**config.mk**
```make
export PLATFORM = sky130hd
export DESIGN_NAME = top_k_nearest_insertion_list
export DESIGN_NICKNAME = d
export VERILOG_FILES = /design/src/design/tkn_pkg.sv /design/src/design/top_k_nearest_insertion_list.sv /design/src/design/tkn_cell.sv
export SDC_FILE = /design/constraint.sdc
export NUM_CORES = 1
export LEC_CHECK = 0
export ABC_AREA = 1
export BUFFER_PORTS_ARGS = -buffer_cell sky130_fd_sc_hd__buf_2
export CAP_MARGIN = 20
export CORE_MARGIN = 1
export CORE_UTILIZATION = 47
export DETAILED_ROUTE_END_ITERATION = 6
export HOLD_SLACK_MARGIN = 0.05
export PLACE_DENSITY = 0.63
export SYNTH_ARGS = -nofsm -noshare
export SYNTH_HDL_FRONTEND = slang
export SYNTH_HIERARCHICAL = 1
export SYNTH_SLANG_ARGS = --single-unit
```
**constraint.sdc**
```tcl
create_clock -name aclk -period 9.1 [get_ports aclk]
set_clock_uncertainty 0.05 [all_clocks]
set_input_delay 1.365 -clock aclk [delete_from_list [all_inputs] [get_ports aclk]]
set_output_delay 1.365 -clock aclk [all_outputs]
set_load 0.05 [all_outputs]
```
**src/design/tkn_pkg.sv**
```systemverilog
// ----------------------------------------------------------------------------
// tkn_pkg: shared definitions for the top-K nearest insertion list
// Constants, control codes and state types used by the cells and the top level.
// ----------------------------------------------------------------------------
package tkn_pkg;

    localparam int NUM_BEST_DEFAULT   = 5;
    localparam int INDEX_BITS_DEFAULT = 24;

    // Fixed widths of the item fields.
    localparam int DIST_BITS      = 32;
    localparam int IDX_PORT_BITS  = 24;
    localparam int RANK_BITS      = 5;

    // What every cell of the chain does; all cells share one mode.
    typedef enum logic [1:0] {
        CELL_HOLD  = 2'd0,
        CELL_PUSH  = 2'd1,
        CELL_SHIFT = 2'd2
    } cell_mode_t;

    typedef enum logic {
        ST_COLLECT = 1'b0,
        ST_FLUSH   = 1'b1
    } tkn_state_t;

endpackage

```
**src/design/top_k_nearest_insertion_list.sv**
```systemverilog
// Push items are taken one per cycle while s_ready is high and are written
// into the sorted chain as accepted; a push produces no item on the result side.
// A flush item emits NUM_BEST items, one per cycle while m_ready is high, via
// the output register once the FSM is in ST_FLUSH; s_ready stays low meanwhile.
// The chain shifts toward the output once per emitted item, which sets that rate.
// Synchronous active-low reset empties the list and drops any pending output.
// ----------------------------------------------------------------------------
// top_k_nearest_insertion_list: keeps the K smallest distance candidates
// A chain of NUM_BEST cells holds the list in ascending order of distance.
// ----------------------------------------------------------------------------
module top_k_nearest_insertion_list #(
    parameter int NUM_BEST   = tkn_pkg::NUM_BEST_DEFAULT,
    parameter int INDEX_BITS = tkn_pkg::INDEX_BITS_DEFAULT
) (
    input  logic                               aclk,
    input  logic                               aresetn,
    input  logic                               s_valid,
    output logic                               s_ready,
    input  logic                               s_cmd,
    input  logic [tkn_pkg::DIST_BITS-1:0]      s_cand_dist,
    input  logic [tkn_pkg::IDX_PORT_BITS-1:0]  s_cand_index,
    output logic                               m_valid,
    input  logic                               m_ready,
    output logic [tkn_pkg::RANK_BITS-1:0]      m_rank,
    output logic [tkn_pkg::DIST_BITS-1:0]      m_best_dist,
    output logic [tkn_pkg::IDX_PORT_BITS-1:0]  m_best_index,
    output logic                               m_last
);

    localparam logic [tkn_pkg::RANK_BITS-1:0] LAST_RANK = tkn_pkg::RANK_BITS'(NUM_BEST - 1);

    tkn_pkg::tkn_state_t state_reg, state_next;
    logic [tkn_pkg::RANK_BITS-1:0] rank_reg, rank_next;
    logic                          m_valid_reg, m_valid_next;
    logic [tkn_pkg::RANK_BITS-1:0] m_rank_reg, m_rank_next;
    logic [tkn_pkg::DIST_BITS-1:0] m_dist_reg, m_dist_next;
    logic [tkn_pkg::IDX_PORT_BITS-1:0] m_index_reg, m_index_next;
    logic                          m_last_reg, m_last_next;

    tkn_pkg::cell_mode_t cell_mode;
    logic [INDEX_BITS-1:0] cand_index_w;
    logic [tkn_pkg::IDX_PORT_BITS-1:0] head_index_w;

    logic                          le_chain [NUM_BEST+1];
    logic                          fill_chain [NUM_BEST+1];
    logic [tkn_pkg::DIST_BITS-1:0] dist_chain [NUM_BEST+1];
    logic [INDEX_BITS-1:0]         index_chain [NUM_BEST+1];
    logic                          cell_filled [NUM_BEST];
    logic [tkn_pkg::DIST_BITS-1:0] cell_dist [NUM_BEST];
    logic [INDEX_BITS-1:0]         cell_index [NUM_BEST];

    generate
        if (INDEX_BITS >= tkn_pkg::IDX_PORT_BITS) begin : g_idx_wide
            assign cand_index_w = INDEX_BITS'(s_cand_index);
            assign head_index_w = cell_index[0][tkn_pkg::IDX_PORT_BITS-1:0];
        end else begin : g_idx_narrow
            assign cand_index_w = s_cand_index[INDEX_BITS-1:0];
            assign head_index_w = tkn_pkg::IDX_PORT_BITS'(cell_index[0]);
        end
    endgenerate

    // Cell 0 always has room ahead of the candidate; the tail feeds empty entries.
    assign le_chain[0]             = 1'b1;
    assign fill_chain[NUM_BEST]    = 1'b0;
    assign dist_chain[NUM_BEST]    = '1;
    assign index_chain[NUM_BEST]   = '0;

    genvar gi;
    generate
        for (gi = 0; gi < NUM_BEST; gi++) begin : g_cell
            logic                          prev_filled;
            logic [tkn_pkg::DIST_BITS-1:0] prev_dist;
            logic [INDEX_BITS-1:0]         prev_index;

            if (gi == 0) begin : g_head
                assign prev_filled = 1'b0;
                assign prev_dist   = '1;
                assign prev_index  = '0;
            end else begin : g_body
                assign prev_filled = cell_filled[gi-1];
                assign prev_dist   = cell_dist[gi-1];
                assign prev_index  = cell_index[gi-1];
            end

            tkn_cell #(
                .INDEX_BITS (INDEX_BITS)
            ) u_cell (
                .aclk        (aclk),
                .aresetn     (aresetn),
                .mode        (cell_mode),
                .cand_dist   (s_cand_dist),
                .cand_index  (cand_index_w),
                .le_in       (le_chain[gi]),
                .le_out      (le_chain[gi+1]),
                .prev_filled (prev_filled),
                .prev_dist   (prev_dist),
                .prev_index  (prev_index),
                .next_filled (fill_chain[gi+1]),
                .next_dist   (dist_chain[gi+1]),
                .next_index  (index_chain[gi+1]),
                .filled      (cell_filled[gi]),
                .slot_dist   (cell_dist[gi]),
                .index       (cell_index[gi])
            );

            assign fill_chain[gi]  = cell_filled[gi];
            assign dist_chain[gi]  = cell_dist[gi];
            assign index_chain[gi] = cell_index[gi];
        end
    endgenerate

    always_comb begin
        state_next   = state_reg;
        rank_next    = rank_reg;
        m_valid_next = m_valid_reg;
        m_rank_next  = m_rank_reg;
        m_dist_next  = m_dist_reg;
        m_index_next = m_index_reg;
        m_last_next  = m_last_reg;
        cell_mode    = tkn_pkg::CELL_HOLD;
        s_ready      = 1'b0;

        if (m_valid_reg && m_ready) begin
            m_valid_next = 1'b0;
        end

        unique case (state_reg)
            tkn_pkg::ST_COLLECT: begin
                s_ready = 1'b1;
                if (s_valid) begin
                    if (s_cmd) begin
                        state_next = tkn_pkg::ST_FLUSH;
                        rank_next  = '0;
                    end else begin
                        cell_mode = tkn_pkg::CELL_PUSH;
                    end
                end
            end
            tkn_pkg::ST_FLUSH: begin
                // Emit the head cell whenever the output register is empty or is being taken.
                if (!m_valid_reg || m_ready) begin
                    cell_mode    = tkn_pkg::CELL_SHIFT;
                    m_valid_next = 1'b1;
                    m_rank_next  = rank_reg;
                    m_dist_next  = cell_filled[0] ? cell_dist[0] : '1;
                    m_index_next = cell_filled[0] ? head_index_w : '0;
                    m_last_next  = (rank_reg == LAST_RANK);
                    rank_next    = rank_reg + 1'b1;
                    if (rank_reg == LAST_RANK) begin
                        state_next = tkn_pkg::ST_COLLECT;
                    end
                end
            end
            default: begin
                state_next = tkn_pkg::ST_COLLECT;
            end
        endcase
    end

    always_ff @(posedge aclk) begin
        if (!aresetn) begin
            state_reg   <= tkn_pkg::ST_COLLECT;
            rank_reg    <= '0;
            m_valid_reg <= 1'b0;
        end else begin
            state_reg   <= state_next;
            rank_reg    <= rank_next;
            m_valid_reg <= m_valid_next;
        end
        m_rank_reg  <= m_rank_next;
        m_dist_reg  <= m_dist_next;
        m_index_reg <= m_index_next;
        m_last_reg  <= m_last_next;
    end

    assign m_valid      = m_valid_reg;
    assign m_rank       = m_rank_reg;
    assign m_best_dist  = m_dist_reg;
    assign m_best_index = m_index_reg;
    assign m_last       = m_last_reg;

endmodule

```
**src/design/tkn_cell.sv**
```systemverilog
// ----------------------------------------------------------------------------
// tkn_cell: one slot of the sorted candidate chain
// Holds one (distance, index) entry; inserts, shifts right on insertion ahead
// of it, or shifts left toward the output during a flush.
// ----------------------------------------------------------------------------
module tkn_cell #(
    parameter int INDEX_BITS = tkn_pkg::INDEX_BITS_DEFAULT
) (
    input  logic                           aclk,
    input  logic                           aresetn,
    input  tkn_pkg::cell_mode_t            mode,
    input  logic [tkn_pkg::DIST_BITS-1:0]  cand_dist,
    input  logic [INDEX_BITS-1:0]          cand_index,
    input  logic                           le_in,
    output logic                           le_out,
    input  logic                           prev_filled,
    input  logic [tkn_pkg::DIST_BITS-1:0]  prev_dist,
    input  logic [INDEX_BITS-1:0]          prev_index,
    input  logic                           next_filled,
    input  logic [tkn_pkg::DIST_BITS-1:0]  next_dist,
    input  logic [INDEX_BITS-1:0]          next_index,
    output logic                           filled,
    output logic [tkn_pkg::DIST_BITS-1:0]  slot_dist,
    output logic [INDEX_BITS-1:0]          index
);

    logic                          filled_reg, filled_next;
    logic [tkn_pkg::DIST_BITS-1:0] dist_reg, dist_next;
    logic [INDEX_BITS-1:0]         index_reg, index_next;

    // Filled entries with distance not above the candidate stay ahead of it,
    // so equal distances keep arrival order.
    assign le_out = filled_reg && (dist_reg <= cand_dist);

    always_comb begin
        filled_next = filled_reg;
        dist_next   = dist_reg;
        index_next  = index_reg;
        unique case (mode)
            tkn_pkg::CELL_HOLD: begin
            end
            tkn_pkg::CELL_PUSH: begin
                if (!le_in) begin
                    // The candidate lands further up; make room for it.
                    filled_next = prev_filled;
                    dist_next   = prev_dist;
                    index_next  = prev_index;
                end else if (!le_out) begin
                    filled_next = 1'b1;
                    dist_next   = cand_dist;
                    index_next  = cand_index;
                end
            end
            tkn_pkg::CELL_SHIFT: begin
                filled_next = next_filled;
                dist_next   = next_dist;
                index_next  = next_index;
            end
            default: begin
            end
        endcase
    end

    always_ff @(posedge aclk) begin
        if (!aresetn) begin
            filled_reg <= 1'b0;
        end else begin
            filled_reg <= filled_next;
        end
        dist_reg  <= dist_next;
        index_reg <= index_next;
    end

    assign filled    = filled_reg;
    assign slot_dist = dist_reg;
    assign index     = index_reg;

endmodule
```
==> impl_metrics.toml <==
[sta]
rsz0062_at_grt = "no"
finalSetupViolCount = 0
max_slew.worst_pin.slew_ps = 1117
final-max-slew-violation-count = 0
timing.hold.ws_ps = 454.2
hold_viol = 0
timing.setup.tns_ps = 0
period_share_pct = 58.47
max_slew_margin_pct = 25.38
post-route-min-period_ps = 5321
fmaxAchievable_ghz = 0.1879

[critical_path]
critPathRequiredTime_ps = 9480
arrival_ps = 5700
worst_r2r_endpoint = "g_cell[2].u_cell/slot_dist[31]"
worst_r2r_path_depth = 12
regToRegSetupSlack_ps = 4370
critPathMaxFanout = 31
cp-end-kind = "flip-flop"
timing.rr.start = "g_cell[1].u_cell/slot_dist[27]"
cp_startpoint = "s_cand_dist[27]"
crit_type = "primary input to flip-flop"
critical_path.startpoint_type = "primary input"
worstSetupEndpoint = "g_cell[2].u_cell/slot_dist[31]"

[cts]
post_cts_resize_count = 0
worst_skew_pair_later_pin_latency_ps = 580
clk_slew_on_worst_s_h_paths_ps = 60
root_buffer = "sky130_fd_sc_hd__clkbuf_16"
buffer_levels_on_the_longest_clock_path = 3
cts_tree = "yes"
ctsHoldBuffers = 0
numCtsBuffers = 41
cts_sinks = 354
ctsHtreeMaxLevel = 2
post-cts-setup-buffers = 0

[cells_and_area]
flow.area_growth_from_synthesis_pct = 12.69
finalNetCount = 2956
final_layout_size_suffix_gt1_share_pct = 9.620
fillerInstances = 4118
final_util_pct = 54.01
n_antenna_cell = 0
largest_register_ff_count = 160

[grt]
grt_antenna_before_repair = 1
global_route.usage.total_pct = 27.09
grt_start_max_net_pins = 173
global_route.peak_usage_layer = "met2"
met3_capacity_usage_during_global_routing_pct = 4.212
grt_pass1_wl_um = 100400
gr-usage-met2_pct = 42.94
grt_util_met1_pct = 37.83
first_global_vias = 18090
globalRoute.totalOverflow = 0

[worst_hold_path]
min_path_type = "flip-flop to flip-flop"

[route]
wirelength_um = 63520
vias = 18590
avgViaCountPerCell = 5.525
route.antenna.remaining_nets = 0
route.detailed.wl_per_inst_um = 18.88
detail_route.first_pass.iterations = 6
drcViolationCount = 0
initialDrtViolationCount = 1696

[yosys]
yosysWarningCount = 6
netlist_area_um2 = 21840
synthCells = 2578
synth.avg_cell_area_um2 = 8.473

[outcome]
outcome = "finished clean"

[pwr]
power.density_cell_area_nw_per_um2 = 193.3
power.static_leakage_nw = 10.77
vdd_drop_max_v = 0.0001239

[floorplanning]
placement_rows = 78
io_pins = 125
initial_utilization_pct = 47.93
floorplan.die.width_um = 217.6
die-height_um = 217.6
floorplan.die_area_um2 = 47340
core_um2 = 45580

[flow_run]
max_cap_viol_count = 0

[place]
portBuffers = 124
place_hpwl_um = 40450
finalWeightedCongestion = 0.8806
layout by cell type, fill, tap and decap left out, types with 80 or more instances in the layout:
cell / count
sky130_fd_sc_hd__o211ai_1: 150
sky130_fd_sc_hd__conb_1: 115
sky130_fd_sc_hd__nor2_1: 186
sky130_fd_sc_hd__a31oi_1: 125
sky130_fd_sc_hd__a21oi_1: 80
sky130_fd_sc_hd__inv_1: 269
sky130_fd_sc_hd__edfxtp_1: 342
sky130_fd_sc_hd__buf_2: 124
sky130_fd_sc_hd__nand3_1: 169
sky130_fd_sc_hd__nand2_1: 820
sky130_fd_sc_hd__ha_1: 162
critical path: stages:
cell and delay [ps]:
sky130_fd_sc_hd__buf_2 140, sky130_fd_sc_hd__inv_1 80, sky130_fd_sc_hd__ha_1 310, sky130_fd_sc_hd__a21oi_1 130
sky130_fd_sc_hd__o21ai_0 160, sky130_fd_sc_hd__nand2_1 90, sky130_fd_sc_hd__nand2_1 100, sky130_fd_sc_hd__a21oi_1 440
sky130_fd_sc_hd__nand2_1 200, sky130_fd_sc_hd__a21oi_4 900, sky130_fd_sc_hd__clkinv_1 1130, sky130_fd_sc_hd__o21ai_0 410
sky130_fd_sc_hd__a21oi_1 70, sky130_fd_sc_hd__nor2_1 130
metrics by stage:
step | cells | cell area [µm²] | worst slack, ps | power [W]
5_1_grt | 3365 | 24610 | 3561 | 0.004971
3_3_place_gp | 3289 | 23270 | 3297 | 0.003076
2_1_floorplan | 2691 | 22270 | 4108 | 0.002806
4_1_cts | 3364 | 24590 | 3884 | 0.004768
6_report | 3365 | 24610 | 3779 | 0.004757
3_5_place_dp | 3289 | 23270 | 3274 | 0.003108
final cells by class:
type | instances | area [µm²] | area share (%)
inverter | 280 | 1054 | 4.280
sequential | 354 | 10510 | 42.70
multi-input combinational | 1911 | 10170 | 41.32
clock buffer | 52 | 1087 | 4.417
clock inverter | 23 | 231.5 | 0.9404
tap | 600 | 750.7 | 3.050
timing repair buffer | 145 | 810.8 | 3.294
worst min-delay path by stage:
| stage | start | slack [ps] | cells past startpoint | endpoint |
|---|---|---|---|---|
| 2_1_floorplan | rank_reg[4] | 400 | 0 | m_rank[4] |
| 3_3_place_gp | rank_reg[4] | 430 | 0 | m_rank[4] |
| 3_5_place_dp | rank_reg[4] | 440 | 0 | m_rank[4] |
| 4_1_cts | rank_reg[4] | 460 | 0 | m_rank[4] |
| 5_1_grt | rank_reg[3] | 480 | 0 | m_rank[3] |
| 6_report | rank_reg[4] | 450 | 0 | m_rank[4] |
power breakdown:
group / total, W / internal [W] / switching [W]
Combinational: 0.000959 / 0.000300 / 0.000659
Sequential: 0.00214 / 0.00203 / 0.000108
Clock: 0.00166 / 0.000962 / 0.000699
Total: 0.00476 / 0.00329 / 0.00147
metal layers:
metal | part of all wire, % | wire length [µm] | vias up
met1 | 44 | 28040 | 8836
met2 | 45 | 28710 | 702
li1 | - | - | 8944
met5 | 0.019 | 12 | -
met3 | 7.8 | 4944 | 107
met4 | 2.9 | 1811 | 2
No activity file was read; power rests on OpenSTA's default activity.
